### config.mk
export PLATFORM = sky130hd
export DESIGN_NAME = disk_adapter_with_irq_timer
export DESIGN_NICKNAME = d
export VERILOG_FILES = /design/src/sv/dait_pkg.sv /design/src/sv/disk_adapter_with_irq_timer.sv /design/src/sv/dait_in_reg.sv /design/src/sv/dait_core.sv /design/src/sv/dait_out_reg.sv
export SDC_FILE = /design/constraint.sdc
export NUM_CORES = 1
export LEC_CHECK = 0
export ABC_AREA = 1
export BUFFER_PORTS_ARGS = -buffer_cell sky130_fd_sc_hd__buf_2
export CAP_MARGIN = 20
export CORE_ASPECT_RATIO = 0.6
export CORE_MARGIN = 2
export CORE_UTILIZATION = 35
export CTS_BUF_LIST = sky130_fd_sc_hd__clkbuf_8
export CTS_CLUSTER_SIZE = 10
export DETAILED_ROUTE_END_ITERATION = 10
export SYNTH_ARGS = -nofsm -noshare
export SYNTH_HDL_FRONTEND = slang
export SYNTH_HIERARCHICAL = 1
export SYNTH_SLANG_ARGS = --single-unit
### constraint.sdc
create_clock -name clk -period 7.4 [get_ports clk]
set_input_delay 1.11 -clock clk [delete_from_list [all_inputs] [get_ports clk]]
set_output_delay 1.11 -clock clk [all_outputs]
set_load 0.02 [all_outputs]
### src/sv/dait_pkg.sv
// Shared types and constants for the disk adapter with interrupt timer.
// Used by every module of the block; depends on nothing.
package dait_pkg;

	localparam int unsigned SHORT_DELAY = 100;
	localparam int unsigned LONG_DELAY  = 150;
	localparam int unsigned SIDE_BYTES  = 65500;

	localparam logic [15:0] LAST_POSITION = 16'd64999;
	localparam logic [15:0] SIDE_LIMIT    = 16'(SIDE_BYTES);
	localparam logic [7:0]  SHORT_DLY     = 8'(SHORT_DELAY);
	localparam logic [7:0]  LONG_DLY      = 8'(LONG_DELAY);

	// item kinds
	localparam logic [1:0] KIND_TICK  = 2'd0;
	localparam logic [1:0] KIND_READ  = 2'd1;
	localparam logic [1:0] KIND_WRITE = 2'd2;

	// bus register map
	localparam logic [15:0] ADDR_FWD_LIMIT = 16'h4020;
	localparam logic [15:0] ADDR_LATCH_LO  = 16'h4020;
	localparam logic [15:0] ADDR_LATCH_HI  = 16'h4021;
	localparam logic [15:0] ADDR_TIMER_CTL = 16'h4022;
	localparam logic [15:0] ADDR_IO_EN     = 16'h4023;
	localparam logic [15:0] ADDR_WDATA     = 16'h4024;
	localparam logic [15:0] ADDR_CONTROL   = 16'h4025;
	localparam logic [15:0] ADDR_IRQ_STAT  = 16'h4030;
	localparam logic [15:0] ADDR_RDATA     = 16'h4031;
	localparam logic [15:0] ADDR_DRV_STAT  = 16'h4032;
	localparam logic [15:0] ADDR_EXT       = 16'h4033;

	// configuration register indexes
	localparam logic [1:0] CFG_DISK_INSERTED = 2'd0;
	localparam logic [1:0] CFG_DISK_SIDE     = 2'd1;

	typedef struct packed {
		logic [1:0]  kind;
		logic [15:0] address;
		logic [7:0]  write_data;
		logic [7:0]  disk_byte;
	} item_t;

	typedef struct packed {
		logic [7:0]  read_data;
		logic        forwarded;
		logic        timer_irq;
		logic        disk_irq;
		logic        mirroring;
		logic        disk_read_strobe;
		logic        disk_write_strobe;
		logic [15:0] disk_address;
		logic [15:0] disk_position;
	} result_t;

	typedef struct packed {
		logic       wr;
		logic [1:0] index;
		logic [3:0] data;
	} cfg_wr_t;

endpackage

### src/sv/disk_adapter_with_irq_timer.sv
// Disk drive adapter with a 16-bit interrupt timer behind bus registers.
// Input channel (in_valid / in_stall) carries one item per transfer: a tick
// of one CPU cycle, a bus read or a bus write, with the image byte at the
// current disk position in disk_byte. Output channel (out_valid / out_stall)
// returns one result per item: read data, interrupt levels, mirroring,
// disk strobes with their byte offset and the position after the item.
// The configuration channel (cfg_valid / cfg_ready, always ready) writes
// disk_inserted (index 0) and disk_side (index 1); the user must write them
// only while the block is idle, which the block does not enforce. An
// accepted item is registered, evaluated against the adapter state and its
// result is registered. One item per clock is sustained without receiver
// stalls: all item state updates are one logic pass between both registers.
// When the receiver stalls, the result register holds and the staged item
// waits; in_stall then rises only once that stage is also occupied.
// Reset clears all adapter state, the configuration and both valid flags.
module disk_adapter_with_irq_timer import dait_pkg::*; (
	input  logic        clk,
	input  logic        arst_n,
	input  logic        in_valid,
	output logic        in_stall,
	input  logic [1:0]  kind,
	input  logic [15:0] address,
	input  logic [7:0]  write_data,
	input  logic [7:0]  disk_byte,
	output logic        out_valid,
	input  logic        out_stall,
	output logic [7:0]  read_data,
	output logic        forwarded,
	output logic        timer_irq,
	output logic        disk_irq,
	output logic        mirroring,
	output logic        disk_read_strobe,
	output logic        disk_write_strobe,
	output logic [15:0] disk_address,
	output logic [15:0] disk_position,
	input  logic        cfg_valid,
	output logic        cfg_ready,
	input  logic [1:0]  cfg_index,
	input  logic [3:0]  cfg_data
);

	item_t   item, item_s1;
	result_t result, result_q;
	cfg_wr_t cfg;
	logic    valid_s1, advance, load;

	assign item = '{kind: kind, address: address, write_data: write_data,
		disk_byte: disk_byte};

	assign cfg_ready = 1'b1;
	assign cfg = '{wr: cfg_valid, index: cfg_index, data: cfg_data};

	assign advance  = valid_s1 && (!out_valid || !out_stall);
	assign in_stall = valid_s1 && !advance;
	assign load     = in_valid && !in_stall;

	dait_in_reg u_in_reg (
		.clk     (clk),
		.arst_n  (arst_n),
		.load    (load),
		.advance (advance),
		.item    (item),
		.valid_s1(valid_s1),
		.item_s1 (item_s1)
	);

	dait_core u_core (
		.clk    (clk),
		.arst_n (arst_n),
		.cfg    (cfg),
		.advance(advance),
		.item_s1(item_s1),
		.result (result)
	);

	dait_out_reg u_out_reg (
		.clk      (clk),
		.arst_n   (arst_n),
		.load     (advance),
		.out_stall(out_stall),
		.result   (result),
		.valid_q  (out_valid),
		.result_q (result_q)
	);

	assign read_data         = result_q.read_data;
	assign forwarded         = result_q.forwarded;
	assign timer_irq         = result_q.timer_irq;
	assign disk_irq          = result_q.disk_irq;
	assign mirroring         = result_q.mirroring;
	assign disk_read_strobe  = result_q.disk_read_strobe;
	assign disk_write_strobe = result_q.disk_write_strobe;
	assign disk_address      = result_q.disk_address;
	assign disk_position     = result_q.disk_position;

endmodule

### src/sv/dait_in_reg.sv
// Input stage register of the disk adapter: holds one accepted item.
// Depends on dait_pkg.
module dait_in_reg import dait_pkg::*; (
	input  logic  clk,
	input  logic  arst_n,
	input  logic  load,
	input  logic  advance,
	input  item_t item,
	output logic  valid_s1,
	output item_t item_s1
);

	always_ff @(posedge clk or negedge arst_n) begin
		if (!arst_n) begin
			valid_s1 <= 1'b0;
		end else if (load) begin
			valid_s1 <= 1'b1;
		end else if (advance) begin
			valid_s1 <= 1'b0;
		end
	end

	always_ff @(posedge clk) begin
		if (load) begin
			item_s1 <= item;
		end
	end

endmodule

### src/sv/dait_core.sv
// Adapter state, bus register decode, timer and disk position logic.
// Produces the result of the staged item; depends on dait_pkg.
module dait_core import dait_pkg::*; (
	input  logic    clk,
	input  logic    arst_n,
	input  cfg_wr_t cfg,
	input  logic    advance,
	input  item_t   item_s1,
	output result_t result
);

	logic        inserted_q;
	logic [3:0]  side_q;
	logic [15:0] latch_q, count_q, position_q;
	logic [1:0]  mode_q, skip_q;
	logic        io_en_q, timer_flag_q, disk_flag_q, mirror_q;
	logic [7:0]  control_q, delay_q, last_q;

	logic [15:0] latch_d, count_d, position_d, cnt_dec;
	logic [1:0]  mode_d, skip_d;
	logic        io_en_d, timer_flag_d, disk_flag_d, mirror_d;
	logic [7:0]  control_d, delay_d, last_d, rd, wd, status;
	logic        rs, ws;
	logic [15:0] da;
	logic        fwd;

	always_comb begin
		latch_d      = latch_q;
		count_d      = count_q;
		mode_d       = mode_q;
		io_en_d      = io_en_q;
		control_d    = control_q;
		position_d   = position_q;
		skip_d       = skip_q;
		delay_d      = delay_q;
		last_d       = last_q;
		timer_flag_d = timer_flag_q;
		disk_flag_d  = disk_flag_q;
		mirror_d     = mirror_q;
		rd  = 8'h00;
		rs  = 1'b0;
		ws  = 1'b0;
		da  = 16'h0000;
		wd  = item_s1.write_data;
		fwd = 1'b0;
		cnt_dec = count_q - 16'd1;
		status  = 8'h40;
		if (!inserted_q) begin
			status = status | 8'h05;
		end
		if (!inserted_q || !control_q[0] || control_q[1]) begin
			status = status | 8'h02;
		end

		case (item_s1.kind)
			KIND_TICK: begin
				if (mode_q[1] && count_q != 16'd0) begin
					count_d = cnt_dec;
					if (cnt_dec == 16'd0) begin
						if (mode_q[0]) begin
							count_d = latch_q;
						end else begin
							mode_d  = 2'd0;
							latch_d = 16'd0;
						end
						timer_flag_d = 1'b1;
					end
				end
				if (delay_q != 8'd0) begin
					delay_d = delay_q - 8'd1;
					if (delay_q == 8'd1 && control_q[7]) begin
						disk_flag_d = 1'b1;
					end
				end
			end
			KIND_READ, KIND_WRITE: begin
				if (item_s1.address < ADDR_FWD_LIMIT) begin
					fwd = 1'b1;
				end else if (item_s1.kind == KIND_READ) begin
					case (item_s1.address)
						ADDR_IRQ_STAT: begin
							rd = 8'h80;
							timer_flag_d = 1'b0;
							disk_flag_d  = 1'b0;
						end
						ADDR_RDATA: begin
							if (!inserted_q) begin
								rd = last_q;
							end else begin
								last_d = item_s1.disk_byte;
								rd = item_s1.disk_byte;
								rs = 1'b1;
								da = position_q;
								if (position_q < LAST_POSITION) begin
									position_d = position_q + 16'd1;
								end
								delay_d = SHORT_DLY;
								disk_flag_d = 1'b0;
							end
						end
						ADDR_DRV_STAT: rd = status;
						ADDR_EXT:      rd = 8'h80;
						default:       rd = item_s1.address[15:8];
					endcase
				end else begin
					case (item_s1.address)
						ADDR_LATCH_LO: begin
							timer_flag_d = 1'b0;
							latch_d = {latch_q[15:8], wd};
						end
						ADDR_LATCH_HI: begin
							timer_flag_d = 1'b0;
							latch_d = {wd, latch_q[7:0]};
						end
						ADDR_TIMER_CTL: begin
							timer_flag_d = 1'b0;
							mode_d  = wd[1:0];
							count_d = latch_q;
						end
						ADDR_IO_EN: io_en_d = wd[0];
						ADDR_WDATA: begin
							if (inserted_q && !control_q[2] && io_en_q
								&& position_q < SIDE_LIMIT) begin
								if (skip_q != 2'd0) begin
									skip_d = skip_q - 2'd1;
								end else if (position_q >= 16'd2) begin
									ws = 1'b1;
									da = position_q - 16'd2;
								end
							end
						end
						ADDR_CONTROL: begin
							disk_flag_d = 1'b0;
							mirror_d = ~wd[3];
							if (inserted_q) begin
								// rewind by two when leaving motor-on transfer mode
								if (!wd[6] && control_q[6] && !wd[4]) begin
									position_d = (position_q >= 16'd2)
										? position_q - 16'd2 : 16'd0;
									delay_d = LONG_DLY;
								end
								if (wd[1]) begin
									position_d = 16'd0;
									delay_d = LONG_DLY;
								end
								if (!wd[2]) begin
									skip_d = 2'd2;
								end
								if (wd[6]) begin
									delay_d = LONG_DLY;
								end
								control_d = wd;
							end
						end
						default: ;
					endcase
				end
			end
			default: ;
		endcase

		result.read_data         = rd;
		result.forwarded         = fwd;
		result.timer_irq         = timer_flag_d;
		result.disk_irq          = disk_flag_d;
		result.mirroring         = mirror_d;
		result.disk_read_strobe  = rs;
		result.disk_write_strobe = ws;
		result.disk_address      = da;
		result.disk_position     = position_d;
	end

	always_ff @(posedge clk or negedge arst_n) begin
		if (!arst_n) begin
			inserted_q <= 1'b0;
			side_q     <= 4'd0;
		end else if (cfg.wr) begin
			case (cfg.index)
				CFG_DISK_INSERTED: inserted_q <= cfg.data[0];
				CFG_DISK_SIDE:     side_q     <= cfg.data;
				default: ;
			endcase
		end
	end

	always_ff @(posedge clk or negedge arst_n) begin
		if (!arst_n) begin
			latch_q      <= 16'd0;
			count_q      <= 16'd0;
			mode_q       <= 2'd0;
			io_en_q      <= 1'b0;
			control_q    <= 8'd0;
			position_q   <= 16'd0;
			skip_q       <= 2'd0;
			delay_q      <= 8'd0;
			last_q       <= 8'd0;
			timer_flag_q <= 1'b0;
			disk_flag_q  <= 1'b0;
			mirror_q     <= 1'b0;
		end else if (advance) begin
			latch_q      <= latch_d;
			count_q      <= count_d;
			mode_q       <= mode_d;
			io_en_q      <= io_en_d;
			control_q    <= control_d;
			position_q   <= position_d;
			skip_q       <= skip_d;
			delay_q      <= delay_d;
			last_q       <= last_d;
			timer_flag_q <= timer_flag_d;
			disk_flag_q  <= disk_flag_d;
			// side does not affect mirroring
			mirror_q     <= mirror_d ^ (side_q[0] & 1'b0);
		end
	end

endmodule

### src/sv/dait_out_reg.sv
// Result register of the disk adapter: holds one result until taken.
// Depends on dait_pkg.
module dait_out_reg import dait_pkg::*; (
	input  logic    clk,
	input  logic    arst_n,
	input  logic    load,
	input  logic    out_stall,
	input  result_t result,
	output logic    valid_q,
	output result_t result_q
);

	always_ff @(posedge clk or negedge arst_n) begin
		if (!arst_n) begin
			valid_q <= 1'b0;
		end else if (load) begin
			valid_q <= 1'b1;
		end else if (!out_stall) begin
			valid_q <= 1'b0;
		end
	end

	always_ff @(posedge clk) begin
		if (load) begin
			result_q <= result;
		end
	end

endmodule

# --- Word level (Yosys, flattened, before mapping) ---
# Index checks and enable logic that the tools add are counted.
classes:
  magnitude_cmp: 4
  mux: 84
  reduce_logical: 49
  bitwise_logic: 7
  n_eq_ne: 33
  n_addsub: 5
ops:
  columns: ["operator", "count"]
  rows:
  - ["2-to-1 mux 16 bit", 28]
  - ["== test 16 x 15 -> 1 bit, second input constant", 10]
  - ["case mux 16 bit (2 select lines)", 3]
  - ["2-to-1 mux 8 bit", 11]
  - ["< comparator 16 bit, second input constant", 2]
  - ["AND reduction 9 bit", 3]
  - ["case mux 8 bit (3 select lines)", 1]
  - ["2-to-1 mux 1 bit", 23]
  - ["2-to-1 mux 2 bit", 11]
  - ["inequality test 2 bit, second input constant", 9]
  - ["adder 16 x 1 -> 16 bit, second input constant", 1]
  - [">= comparator 16 x 2 -> 1 bit, second input constant", 1]
  - ["zero test 16 bit", 1]
  - ["< comparator 16 x 15 -> 1 bit, second input constant", 1]
  - ["inequality test 2 x 1 -> 1 bit, second input constant", 8]
  - ["case mux 8 bit (2 select lines)", 1]
  - ["AND reduction 8 bit", 2]
  - ["nonzero test 16 bit", 1]
  - ["subtractor 16 x 1 -> 16 bit, second input constant", 1]
  - ["subtractor 16 x 2 -> 16 bit, second input constant", 1]
  - ["AND reduction 6 bit", 2]
  - ["logical AND 1 bit", 10]
  - ["AND reduction 5 bit", 2]
  - ["zero test 1 bit", 9]
  - ["other kinds (22)", 40]
word_totals:
  wordCells: 212
  register_bits: 163
  out_inout_bits: 49

# --- Logic depth before layout (Yosys ltp) ---
depth:
  word_depth: 11
  depth_mapped: 16

# --- Cells and area by module ---
# Netlist, hierarchy kept.
by_module_without_submodules:
  columns: ["module", "seq_area_each_um2", "cells_each", "n_inst", "area_each_um2"]
  rows:
  - ["dait_core", 1951.9, 1118, 1, 6851.6]
  - ["dait_out_reg", 1406.3, 50, 1, 1417.6]
  - ["dait_in_reg", 1046.0, 39, 1, 1061.0]
  - ["disk_adapter_with_irq_timer", 0.0, 7, 1, 35.0]

# --- Least setup slack after synthesis ---
# Ideal clock, no wire load.
synth_path:
  path_type: "input port to flip-flop"
  start: "in out_stall"
  end: "reg u_core.count_q[10]"
  n_path_buf: 1
  t_required_ps: 7334
  t_arrival_ps: 6495
  stages: 8
  path_slack_ps: 840
  path_cell_list: "a21boi_0 -> inv_1 -> a21oi_1 -> nand2_1 -> nor3b_4 -> buf_2 -> nand3_1 -> nand2_1"
synth_between:
  elab_chain_len: 4
synth_rtl:
  columns: ["item", "line_no", "rtl"]
  rows:
  - ["start, declared", "disk_adapter_with_irq_timer.sv:26", "input logic out_stall,"]
  - ["zero test 1 bit", null, null]
  - ["logical OR 1 bit", "disk_adapter_with_irq_timer.sv:53", "assign advance = valid_s1 && (!out_valid || !out_stall);"]
  - ["logical AND 1 bit", "disk_adapter_with_irq_timer.sv:53", null]
  - ["AND reduction 6 bit (no line)", null, null]
  - ["end signal, assigned", "dait_core.sv:202", "count_q <= count_d;"]
  - ["end, declared", "dait_core.sv:14", "logic [15:0] latch_q, count_q, position_q;"]
# Every way passes these cells.
# A chain may end at the register's enable or synchronous reset.

# --- Final worst setup path ---
layout_path:
  start: "reg, netlist name u_in_reg/item_s1[32]"
  end: "reg, netlist name u_out_reg/result_q[28]"
layout_between:
  elab_chain_len: 4
  elab_cells_between_ends: 6
layout_rtl:
  columns: ["item", "line_no", "rtl"]
  rows:
  - ["== test 2 bit / == test 2 x 1 -> 1 bit (equally long branches)", "dait_core.sv:55, dait_core.sv:79", null]
  - ["OR reduction 2 bit", "dait_core.sv:55", "case (item_s1.kind)"]
  - ["inverter 1 bit (no line)", null, null]
  - ["OR reduction 2 bit (no line)", null, null]
# Several ways; a longest one is shown, not always the timed one.

==> results.sh <==
export IMPL_status="complete, no violations"
export IMPL_crit_buf_inv=3
export IMPL_start_util_pct=35.5
export IMPL_dpl_instance_area_um2=10100
export IMPL_relSlewSlack_pct=41.2
export IMPL_setup_violations=0
export IMPL_tightest_slew_ps=877
export IMPL_hold_viol_final=0
export IMPL_worstPathRequired_ps=7610
export IMPL_nNetsFinal=1345
export IMPL_r2r_cells=8
export IMPL_async_reset_ff_share_pct=50.0
export IMPL_netlist_instances=1214
export IMPL_p_leak_nw=4.98
export IMPL_ctsHoldBuffers=0
export IMPL_rsz0062_at_grt="no"
export IMPL_cts_setup_buffers=0
export IMPL_antenna_left=0
export IMPL_port_buffers=89
export IMPL_first_pass_iters=5
export IMPL_pwr_density_cell_nw_per_um2=340
export IMPL_max_stage_delay_ps=930
export IMPL_end_kind="flip-flop"
export IMPL_worstPathArrival_ps=4170
export IMPL_cts_root_buf="clkbuf_8"
export IMPL_clk_latency_ps=490
export IMPL_worstReg2RegStart="u_in_reg/item_s1[32]"
export IMPL_ir_drop_v=0.000176
export IMPL_layout_min_cycle_time_ps=3960
export IMPL_finalSetupTns_ps=0
export IMPL_path_clk_slew_ps=100
export IMPL_cts_made_buffers=17
export IMPL_ioPinCount=94
export IMPL_vias=8394
export IMPL_power_total_mw=3.56
export IMPL_cts_htree_levels=4
export IMPL_crit_type="flip-flop to flip-flop"
export IMPL_critPathMaxFanout=26
export IMPL_skew_ps=14.2
export IMPL_cts_repair_resized=0
export IMPL_synth_edff_count=80
export IMPL_synth_top_cells_by_count="369 x nand2_1, 138 x inv_1, 128 x nand3_1"
export IMPL_hpwl_mm=20.0
export IMPL_fin_hold_ws_ps=474
export IMPL_final_cell_area_um2=10500
export IMPL_worst_path_dominant_cell_family="simple AND/OR/NAND/NOR gates"
export IMPL_areaGrowthSynthToFinish_pct=12.0
export IMPL_die_w_um=215
export IMPL_drive_above_1_share_pct=13.9
export IMPL_grt_pass1_vias=7640
export IMPL_syn_num_nets=1273
export IMPL_ys_ff_latch=160
export IMPL_vias_per_cell=5.06
export IMPL_gp_congestion=0.928
export IMPL_drc=0
export IMPL_netlist_area_um2=9370
export IMPL_synthTopCellsByArea="edfxtp_1 26%, dfrtp_1 21%, nand2_1 15%, nand3_1 6.8%, inv_1 5.5%"
export IMPL_fmaxAchievable_mhz=252
export IMPL_synth_top_area_share_pct=25.7
export IMPL_period_share_pct=53.6
export IMPL_whs_endpoint="u_core/skip_q[0]"
export IMPL_drv_cap=0
export IMPL_rrSetupSlack_ps=3440
export IMPL_path_common_cell="nand2_1"
export IMPL_grt_max_degree=60
export IMPL_startpoint_type="flip-flop"
export IMPL_synth_area_leader_cell="edfxtp_1"
export IMPL_synth_warnings=6
export IMPL_dieArea_um2=28100
export IMPL_grt_pass1_wl_mm=43.2
export IMPL_chipHeight_um=131
export IMPL_core_area_um2=26400
export IMPL_overflow=0
export IMPL_drt_initial_drc_count=1032
export IMPL_cts_tree="done"
export IMPL_antenna_found_initial=1
export IMPL_crit_chain="inv_1 -> ha_1 -> nand2_1 -> clkinv_1 -> nand2_1 -> inv_2 -> nand2_1 -> o21ai_0"
export IMPL_hold_path_depth=2
export IMPL_synth_most_common_cell="nand2_1"
export IMPL_ys_types=47
export IMPL_grt_total_usage_pct=20.1
export IMPL_avgSynthCellArea_um2=7.71
export IMPL_slowest_stage="clkinv_1"
export IMPL_clock_sinks=160
export IMPL_r2r_end="u_out_reg/result_q[28]"
export IMPL_final_max_slew_violation_count=0
export IMPL_wl_per_cell_um=16.6
export IMPL_worstHoldStart="u_core/skip_q[0]"
export IMPL_totalWireLength_mm=27.5
export IMPL_ys_seq_area_share_pct=47.0
export IMPL_rows=46
export IMPL_ys_flop_type="edfxtp_1"
export IMPL_holdCritPathClass="flip-flop to flip-flop"
export IMPL_clk_path_buf_depth=2
-- logic make-up after synthesis --
group	after synthesis	synth area share (%)
flops	160	47.0
xor+xnor	17	1.59
other cells	1	0.0400
fa+ha+maj	14	1.87
simple gates	706	34.0
compound gates	119	6.75
buf+inv	197	8.76
-- power breakdown --
| part | switching, mW | total (mW) | leakage, nW | internal (mW) |
|---|---|---|---|---|
| Combinational | 1.02 | 1.46 | 2.98 | 0.434 |
| Sequential | 0.222 | 1.44 | 1.79 | 1.21 |
| Clock | 0.390 | 0.672 | 0.206 | 0.282 |
-- flip-flops by register name, summed over array words and instances (netlist names), 2 cells and up --
signal / count
u_core/mode_q: 2
u_core/control_q: 5
u_out_reg/result_q: 46
u_core/last_q: 8
u_in_reg/item_s1: 34
u_core/skip_q: 2
u_core/delay_q: 8
u_core/position_q: 16
u_core/count_q: 16
u_core/latch_q: 16
-- how the worst max path moves through the flow --
| stage | cells past startpoint | to | slack (ps) | startpoint |
|---|---|---|---|---|
| floorplan | 8 | u_core/count_q[10] | 840 | out_stall |
| global placement | 8 | u_out_reg/result_q[26] | 3640 | u_in_reg/item_s1[32] |
| detailed placement | 8 | u_out_reg/result_q[28] | 3560 | u_in_reg/item_s1[32] |
| CTS | 8 | u_out_reg/result_q[28] | 3520 | u_in_reg/item_s1[32] |
| global route | 8 | u_out_reg/result_q[28] | 3270 | u_in_reg/item_s1[32] |
| finish | 8 | u_out_reg/result_q[28] | 3440 | u_in_reg/item_s1[32] |
-- per-stage QoR --
stage	utilization (%)	setup WS (ps)	instances
6_report	39.8	3440	1660
3_5_place_dp	38.2	3560	1627
5_1_grt	39.8	3270	1659
4_1_cts	39.8	3520	1659
2_1_floorplan	-	840	1214
3_3_place_gp	38.2	3640	1627
-- tightest hold or removal path, delay by kind of cell (launching register included) --
| kind | cells | cell delay [ps] |
|---|---|---|
| AND/OR/NAND/NOR | 2 | 100 |
| flip-flops | 1 | 350 |
-- routing by layer --
layer | part of all wire, % | vias up | track usage, %
met2 | 36 | 392 | 24.7
met3 | 11 | 21 | 6.09
li1 | - | 4078 | -
met5 | 0 | - | 0
met1 | 53 | 3903 | 33.0
met4 | 0.79 | 0 | 4.18
-- cell type report --
| type | count | area [um^2] |
|---|---|---|
| inverters | 155 | 582 |
| fillers | 2750 | 15900 |
| flip-flops and latches | 160 | 4400 |
| clock inverters | 15 | 170 |
| multi-input cells | 857 | 4150 |
| clock buffers | 17 | 234 |
| well taps | 360 | 450 |
| repair buffers | 95 | 493 |
| diodes | 1 | 2.50 |
-- cell usage in the layout, fill, tap and decap left out, types with 3 or more instances in the layout --
| cell | n |
|---|---|
| nand2_1 | 369 |
| inv_1 | 138 |
| nand3_1 | 128 |
| nor2_1 | 101 |
| buf_2 | 88 |
| dfrtp_1 | 80 |
| edfxtp_1 | 80 |
| o21ai_0 | 66 |
| nand4_1 | 32 |
| a21oi_1 | 32 |
| clkbuf_8 | 17 |
| nand2_2 | 15 |
| nor3_1 | 15 |
| ha_1 | 14 |
| xor2_1 | 13 |
| nor2_2 | 10 |
| clkinv_1 | 9 |
| inv_2 | 9 |
| buf_4 | 7 |
| nor2_4 | 7 |
| nand3b_1 | 7 |
| and2_1 | 6 |
| o22ai_1 | 5 |
| inv_6 | 4 |
| xnor2_1 | 4 |
| nor4_1 | 4 |
| a31oi_1 | 4 |
| clkinv_8 | 3 |
| o21ai_1 | 3 |
| nand3_2 | 3 |
No activity file was read; power rests on OpenSTA's default activity.
